File: src/rtl/rdst_ram.sv
// Generic simple dual-port RAM: one write port, one read port, registered read data.
// No package dependency.
`default_nettype none

module rdst_ram #(
  parameter int unsigned WIDTH = 8,
  parameter int unsigned DEPTH = 16,
  localparam int unsigned AW = (DEPTH > 1) ? $clog2(DEPTH) : 1
) (
  input  wire logic             clk_i,
  input  wire logic             we_i,
  input  wire logic [AW-1:0]    waddr_i,
  input  wire logic [WIDTH-1:0] wdata_i,
  input  wire logic [AW-1:0]    raddr_i,
  output logic      [WIDTH-1:0] rdata_o
);

  logic [WIDTH-1:0] mem_q [DEPTH];
  logic [WIDTH-1:0] rdata_q;

  always_ff @(posedge clk_i) begin
    if (we_i) begin
      mem_q[waddr_i] <= wdata_i;
    end
    rdata_q <= mem_q[raddr_i];
  end

  assign rdata_o = rdata_q;

endmodule

`default_nettype wire

File: config.mk
export PLATFORM = sky130hd
export DESIGN_NAME = rdst_ram
export DESIGN_NICKNAME = d
export VERILOG_FILES = /design/src/rtl/rdst_ram.sv
export SDC_FILE = /design/constraint.sdc
export NUM_CORES = 1
export LEC_CHECK = 0
export ABC_CLOCK_PERIOD_IN_PS = 2800
export BUFFER_PORTS_ARGS = -buffer_cell sky130_fd_sc_hd__buf_2
export CAP_MARGIN = 5
export CORE_MARGIN = 8
export CORE_UTILIZATION = 25
export DETAILED_ROUTE_END_ITERATION = 10
export HOLD_SLACK_MARGIN = 0.15
export PLACE_DENSITY = 0.41
export RECOVER_POWER = 25
export SETUP_SLACK_MARGIN = 0.5
export SLEW_MARGIN = 30
export SYNTH_ARGS = -nofsm -noshare
export SYNTH_HDL_FRONTEND = slang
export SYNTH_SLANG_ARGS = --single-unit
File: constraint.sdc
create_clock -name clk_i -period 2.8 [get_ports clk_i]
set_clock_uncertainty 0.1 [all_clocks]
set_input_delay 0.56 -clock clk_i [delete_from_list [all_inputs] [get_ports clk_i]]
set_output_delay 0.56 -clock clk_i [all_outputs]
set_load 0.005 [all_outputs]
-- Yosys cells after proc, flatten, opt, wreduce, memory -nomap -nowiden
Memory sizes are Yosys's and may differ from the RTL's. A register that Yosys moved wholly into a read port is not among the register bits.
Cells that the tools add are included.
- mux-type cells: 2
- operators by type and width (kind ; number):
    1-bit two-way mux ; 2
- flip-flop bits (word level): 0
- bits in writable memories: 128
- word-level logic and storage cells: 3
- memories: 1
- memory list (name ; words ; bits a word ; rd ports ; clocked after memory_dff ; wr ports ; line ; source):
    mem_q ; 16 ; 8 ; 1 ; 1 ; 1 ; 18 ; logic [WIDTH-1:0] mem_q [DEPTH];

-- Longest topological paths before layout
Gate-level depths: netlist of the first run.
- depth after elaboration: 2
- mapped depth: 5
- mapped depth without buffers: 3

-- Worst setup path after synthesis of the first run
OpenSTA, ideal clock, no wires.
- kind: input to register
- start point: input port waddr_i[2]
- end point: memory mem_q[0][0] (enable)
- setup time: 383 ps
- data arrival time: 1670 ps
- setup slack: 647 ps
- cell stages on the path: 2
- buffers on the path: 0
- cell sequence: or3b_2 > nor3_1
- RTL lines (item ; line ; source):
    start, declared ; 12 ; input wire logic [AW-1:0] waddr_i,
    end, declared ; 18 ;
Straight into the memory's write port.

==> results of run 1 <==
## power groups by stage
| stage | combinational (mW) | sequential [mW] | clock [mW] |
|---|---|---|---|
| floorplan | 0.116 | 2.33 | 0 |
| global placement | 0.222 | 2.33 | 0 |
| detailed placement | 0.224 | 2.33 | 0 |
| CTS | 0.224 | 2.29 | 1.97 |
| global route | 0.237 | 2.29 | 2.05 |
| finish | 0.216 | 2.29 | 1.92 |
## final cells by class
cell class                      instances  area share [%]
Clock buffer                           22            7.17
Clock inverter                          7           0.909
Multi-Input combinational cell         83            17.1
Sequential cell                       136            64.7
Tap cell                              270            5.46
Timing Repair Buffer                   45            4.73
## sequential cells by signal, indices dropped and copies added, names as in the netlist
| signal | cells |
|---|---|
| mem_q | 128 |
| rdata_o | 8 |
## worst register-to-register path: cells and delay by family (launching register included)
family | cells | cell delay [ns]
mux | 1 | 0.49
flops | 1 | 0.36
compound gates | 1 | 0.36
simple gates | 1 | 0.09
## final timing paths
path | end | slack [ns]
worst max register to register | rdata_o[1]$_DFF_P_ | 1.27
worst min-delay path | mem_q[7][6]$_DFFE_PP_ | 0.47
worst max-delay path | rdata_o[5]$_DFF_P_ | 0.97
worst min register to register | rdata_o[3]$_DFF_P_ | 0.58
## stage by stage
step	utilization, %	instances
after floorplan	-	229
after global placement	28.2	534
after detailed placement	28.2	534
after CTS	30.6	563
after global routing	30.6	563
final	30.6	563
## logic make-up after synthesis
family / after synthesis
AOI/OAI and AO/OA: 16
buffers and inverters: 10
DFF: 136
muxes: 32
and+or+nand+nor: 35
## layer usage
metal	track usage [%]	wire length (µm)	up-vias
met2	13.4	4900	45
li1	-	-	1081
met1	11.9	5410	1197
met5	0	0	-
met4	2.44	109	0
met3	2.95	369	13
## layout by cell type (no fill, tap or decap)
cell type	synthesis	layout
and2b_1	1	1
a22oi_1	16	16
clkinv_1	0	3
nand2b_1	2	2
nand3b_1	2	2
bufinv_16	0	1
buf_12	0	2
mux4_2	18	18
nor2_1	13	13
buf_4	1	18
clkbuf_16	0	17
nor2b_1	1	1
buf_2	3	19
mux4_1	14	14
and2_1	1	1
dfxtp_1	8	8
nor3_1	4	4
edfxtp_1	128	128
or3b_2	1	1
clkbuf_1	0	11
nand2_1	9	9
clkinv_2	0	3
nand3_1	1	1
==> impl_results.md, run 1 <==
* Status: completed
* CP delay by family, top: multiplexers
* Crit path max fanout at 32
* Vias in the first global route at 2587
* Filler cells at 1977
* Final Hold Viols at 0
* CTS tree: done
* Initial core utilization at 25.4%
* Clock root cell: clkbuf_16
* Crit Path Class: in -> reg
* Worst-Skew Late Latency at 0.40 ns
* Slew Limit Fails at 0
* CP Cell Sequence: buf_2 > buf_12 > mux4_1 > a22oi_1 > nand2_1
* Unrepaired setup endpoints after global routing: false
* Tmin final at 1.83 ns
* Antenna diodes at 0
* HP Class: in -> reg
* Rows at 52
* H-tree depth at 4
* DP HPWL at 6920 µm
* Total global-route track usage at 8.87%
* Final critical-path setup slack at 0.972 ns
* Seq cells post-synth at 136
* Cells after Synth at 229
* NumNets Final at 301
* Clk buf depth at 2
* Area share of the largest cell type after synthesis at 74.7%
* Area leader, netlist: edfxtp_1
* Net count after synthesis at 247
* Largest net degree at the start of global routing at 33
* Multiplexer share of the synthesized area at 15.0%
* R2r startpoint: mem_q[2][1]$_DFFE_PP_
* MaxCap Viol Count at 0
* Syn Area/Cell at 22.5 µm²
* Fin crit share at 65.3%
* Yosys warns at 0
* XOR/XNOR Fraction of Synth Area at 0%
* Layout area overhead at 20.3%
* Power, Total at 4.42 mW
* Drt pass-1 iters at 6
* Slew HR at 56.1%
* Setup TNS at 0 ns
* Leakage power at 2.04 nW
* Clk pwr share at 43.3%
* Detail Route Antenna Nets at 0
* Largest family of logic cells by synthesized area: multiplexers
* Post-DR wirelength/cell at 19.1 µm
* RD Place Congestion at 0.689
* Least-Margin Pin Slew at 0.658 ns
* Total CTS buffers at 17
* Via count at 2336
* Synth top cells by count: 128 x edfxtp_1, 18 x mux4_2, 16 x a22oi_1
* Worst slack at placement at 0.538 ns
* Port Buf Inserts at 25
* First-pass GRT wire length at 16500 µm
* Critical path data required time at 2.98 ns
* Logic pwr share at 4.9%
* Net Sw Power at 0.867 mW
* Reg clk slew, reported paths at 0.05 ns
* Hold depth at 1
* DRT iter0 DRCs at 121
* Core Footprint at 20200 µm²
* Worst EP arrival at 2.01 ns
* Synth async-reset ratio at 0%
* Hold Slack at 0.467 ns
* Initial antenna violation count at 0
* Fin area at 6190 µm²
* Via-to-Cell Ratio at 4.15
* Crit path max-delay cell type: mux4_1
* Chip width at 159 µm
* Fmax achieved at 547 MHz
* Area post-placement at 5700 µm²
* Critical Path Source Type: input pin
* Critical path capture point type: flip-flop
* Count of different cell masters after synthesis at 19
* Fraction of layout cells with a size suffix above 1 at 27.0%
* Number of synthesized flops with an enable pin at 128
* Top-count cell post-synth: edfxtp_1
* Final setup fails at 0
* Pwr dens at 715 nW/µm²
* Register area share after synthesis at 77.8%
* Largest cells by area after synthesis: edfxtp_1 75%, mux4_2 7.9%, mux4_1 7.1%
* Final wirelength at 10800 µm
* Sw Share at 19.6%
* # hold bufs at CTS at 0
* Top FF cell, synth: edfxtp_1
* Buf/Inv on CP at 2
* Internal at 3.56 mW
* Cells on worst reg2reg path at 3
* DIE AREA at 25400 µm²
* DRC at 0
* Setup Fix Bufs, Post-CTS at 0
* Sequential standard cell area at 4000 µm²
* Crit path depth at 5
* Grt ovf at 0
* Netlist Area Pre-Place at 5150 µm²
* Hold Startpoint: wdata_i[6]
* Post-CTS Resized at 0
* Worst VDD drop at 0.379 mV
* Post-Synth Simple-Gate Area at 3.18%
* Max stage delay on crit path at 0.60 ns
* I/O pins at 26
* Compound-cell area share of the yosys netlist at 2.33%
* Sink Count at 136
* Synth Area in Adders at 0%
* Seq pwr share at 51.8%
* Combined area of the multi-input logic cells at 1060 µm²
* Setup crit start: raddr_i[0]
* Die Y at 159 µm
Note: power is estimated with default switching activity, not from simulation.
==> run 2: changes to the inputs <==
ABC_AREA = 1   (was not set)
ABC_CLOCK_PERIOD_IN_PS = 1730   (was 2800)
clock period = 1.73 ns   (was 2.8 ns; I/O delays follow)
==> impl_results.md, run 2 <==
* Worst slack at placement at 0.127 ns (-0.411 ns)
* Leakage power at 2.97 nW (+46%)
* Filler cells at 2279 (+15%)
* Total global-route track usage at 10.7% (+1.8 points)
* Clk buf depth at 2 (unchanged)
* Final wirelength at 14800 µm (+37%)
* Fmax achieved at 765 MHz
* DP HPWL at 9170 µm (+32%)
* Layout area overhead at 23.5%
* Seq cells post-synth at 136 (unchanged)
* Detail Route Antenna Nets at 0 (unchanged)
* Syn Area/Cell at 10.5 µm² (-53%)
* Cells after Synth at 551 (+140%)
* Fraction of layout cells with a size suffix above 1 at 16.6% (-10 points)
* Largest net degree at the start of global routing at 44 (+33%)
* Sink Count at 136 (unchanged)
* Most frequent cells in the layout: 173 x nand2_1, 128 x edfxtp_1, 100 x inv_1
* Netlist Area Pre-Place at 5770 µm² (+12%)
* First-pass GRT wire length at 22200 µm (+35%)
* Crit Path Class: reg -> out
* DIE AREA at 28200 µm² (+11%)
* Final setup fails at 0 (unchanged)
* Die Y at 168 µm (+5.3%)
* CP Cell Sequence: buf_6
* Critical path capture point type: primary output
* Largest cells by area after synthesis: edfxtp_1 67%, nand2_1 11%, nand3_1 8.4%
* Drt pass-1 iters at 4 (-2)
* Crit path max-delay cell type: dfxtp_2
* Antenna diodes at 0 (unchanged)
* Final critical-path setup slack at 0.423 ns (-0.549 ns)
* Crit path max fanout at 1 (-97%)
* R2R Setup Slk at 0.61 ns (-0.66 ns)
* Slew Limit Fails at 0 (unchanged)
* MaxCap Viol Count at 0 (unchanged)
* Fin crit share at 75.6%
* HP Class: in -> reg
* Synth async-reset ratio at 0% (unchanged)
* Critical path data required time at 1.28 ns (-1.70 ns)
* Reg clk slew, reported paths at 0.06 ns (about the same)
* Area leader, netlist: edfxtp_1
* Port Buf Inserts at 25 (unchanged)
* CP delay by family, top: flip-flops
* Via count at 3712 (+59%)
* RD Place Congestion at 0.726 (+5.4%)
* Total CTS buffers at 17 (unchanged)
* Setup Fix Bufs, Post-CTS at 0 (unchanged)
* Status: completed
* Buf/Inv on CP at 1 (-1)
* DRT iter0 DRCs at 288 (+140%)
* Max stage delay on crit path at 0.35 ns (-0.25 ns)
* Setup TNS at 0 ns (unchanged)
* Net count after synthesis at 569 (+130%)
* Critical Path Source Type: flip-flop
* Worst VDD drop at 0.653 mV (+72%)
* CTS tree: done
* Area share of the largest cell type after synthesis at 66.7% (-8.0 points)
* I/O pins at 26 (unchanged)
* Final Hold Viols at 0 (unchanged)
* Post-DR wirelength/cell at 16.5 µm (-14%)
* Number of synthesized flops with an enable pin at 128 (unchanged)
* Clock root cell: clkbuf_16
* # hold bufs at CTS at 0 (unchanged)
* Initial core utilization at 25.5% (+0.032 points)
* Slew HR at 38.6% (-17 points)
* Grt ovf at 0 (unchanged)
* Count of different cell masters after synthesis at 12 (-7)
* Synth top cells by count: 173 x nand2_1, 128 x edfxtp_1, 100 x inv_1
* Top-count cell post-synth: nand2_1
* Largest Register: mem_q
* Worst EP arrival at 0.86 ns (-1.15 ns)
* Rows at 55 (+5.8%)
* Power, Total at 7.95 mW (+80%)
* Least-Margin Pin Slew at 0.921 ns (+0.262 ns)
* Register area share after synthesis at 69.4% (-8.4 points)
* Vias in the first global route at 3591 (+39%)
* Yosys warns at 0 (unchanged)
* Pwr dens at 1120 nW/µm² (+56%)
* DRC at 0 (unchanged)
* Tmin final at 1.31 ns
* Via-to-Cell Ratio at 4.15 (about the same)
* Core Footprint at 22600 µm² (+12%)
* NumNets Final at 615 (+100%)
* Worst-Skew Late Latency at 0.42 ns (+0.02 ns)
* Most common cell after layout, fill and taps aside: nand2_1
* Top FF cell, synth: edfxtp_1
* Initial antenna violation count at 0 (unchanged)
* Unrepaired setup endpoints after global routing: true
* H-tree depth at 4 (unchanged)
* Max reg flops at 128 (unchanged)
* Chip width at 168 µm (+5.3%)
## run 2: cell types whose count changed in the layout (fill, tap and decap cells not counted), sizes merged, moves of 2 or more
cell,change
a22oi,-16
buf,+5
bufinv,+3
clkbuf,-3
clkinvlp,+4
inv,+102
mux4,-32
nand2,+164
nand2b,-2
nand3,+96
nor2,+4
nor3,-4
## run 2: final timing paths
| check | from | endpoint | cells past startpoint |
|---|---|---|---|
| max | rdata_o[7]$_DFF_P_ | rdata_o[7] | 1 |
| min | raddr_i[3] | rdata_o[4]$_DFF_P_ | 3 |
| min reg2reg | mem_q[2][3]$_DFFE_PP_ | rdata_o[3]$_DFF_P_ | 6 |
| max reg2reg | mem_q[9][4]$_DFFE_PP_ | rdata_o[4]$_DFF_P_ | 6 |
## run 2: repair_timing
item	4_1_cts	5_1_grt
cloned	0	1
resized for setup	9	9
endpoints found under the setup margin	8	11
## run 2: kinds of logic after synthesis
| logic type | count (synthesis) | synth area share (%) |
|---|---|---|
| simple gates | 289 | 21.0 |
| flops | 136 | 69.4 |
| buf+inv | 126 | 9.52 |
## run 2: area by class of cell
cell class,count,area [µm²],share of cell area [%]
sequential,136,4010,56.4
multi-input combinational,289,1270,17.8
timing repair buffer,51,487,6.83
clock buffer,18,429,6.03
inverter,102,385,5.41
tap,285,357,5.01
clock inverter,14,181,2.55
## run 2: per-layer routing
layer / part of all wire (%) / global-route usage, % / up-vias
met5: 0 / 0 / -
met4: 1.2 / 3.73 / 0
met3: 4.1 / 2.60 / 15
met2: 47 / 17.1 / 71
met1: 47 / 13.9 / 1763
li1: - / - / 1863
## run 2: tightest hold or removal path: stages
cell and delay, ns:
buf_2 0.18, nand3_1 0.11, nand2_1 0.04
## run 2: where the power goes
part | internal, mW | leakage (nW) | total [mW] | switching [mW]
combinational | 0.176 | 1.46 | 0.514 | 0.338
clock | 2.39 | 0.287 | 3.72 | 1.33
sequential | 3.69 | 1.22 | 3.72 | 0.0251
total | 6.26 | 2.97 | 7.95 | 1.70
## run 2: stage by stage
stage          hold WS, ns  std cells  utilization [%]  area (µm²)
2_1_floorplan        0.345        551                -        5820
3_3_place_gp         0.561        862             28.4        6430
3_5_place_dp         0.554        862             28.4        6430
4_1_cts              0.182        894             31.2        7070
5_1_grt              0.197        895             31.5        7120
6_report             0.200        895             31.5        7120
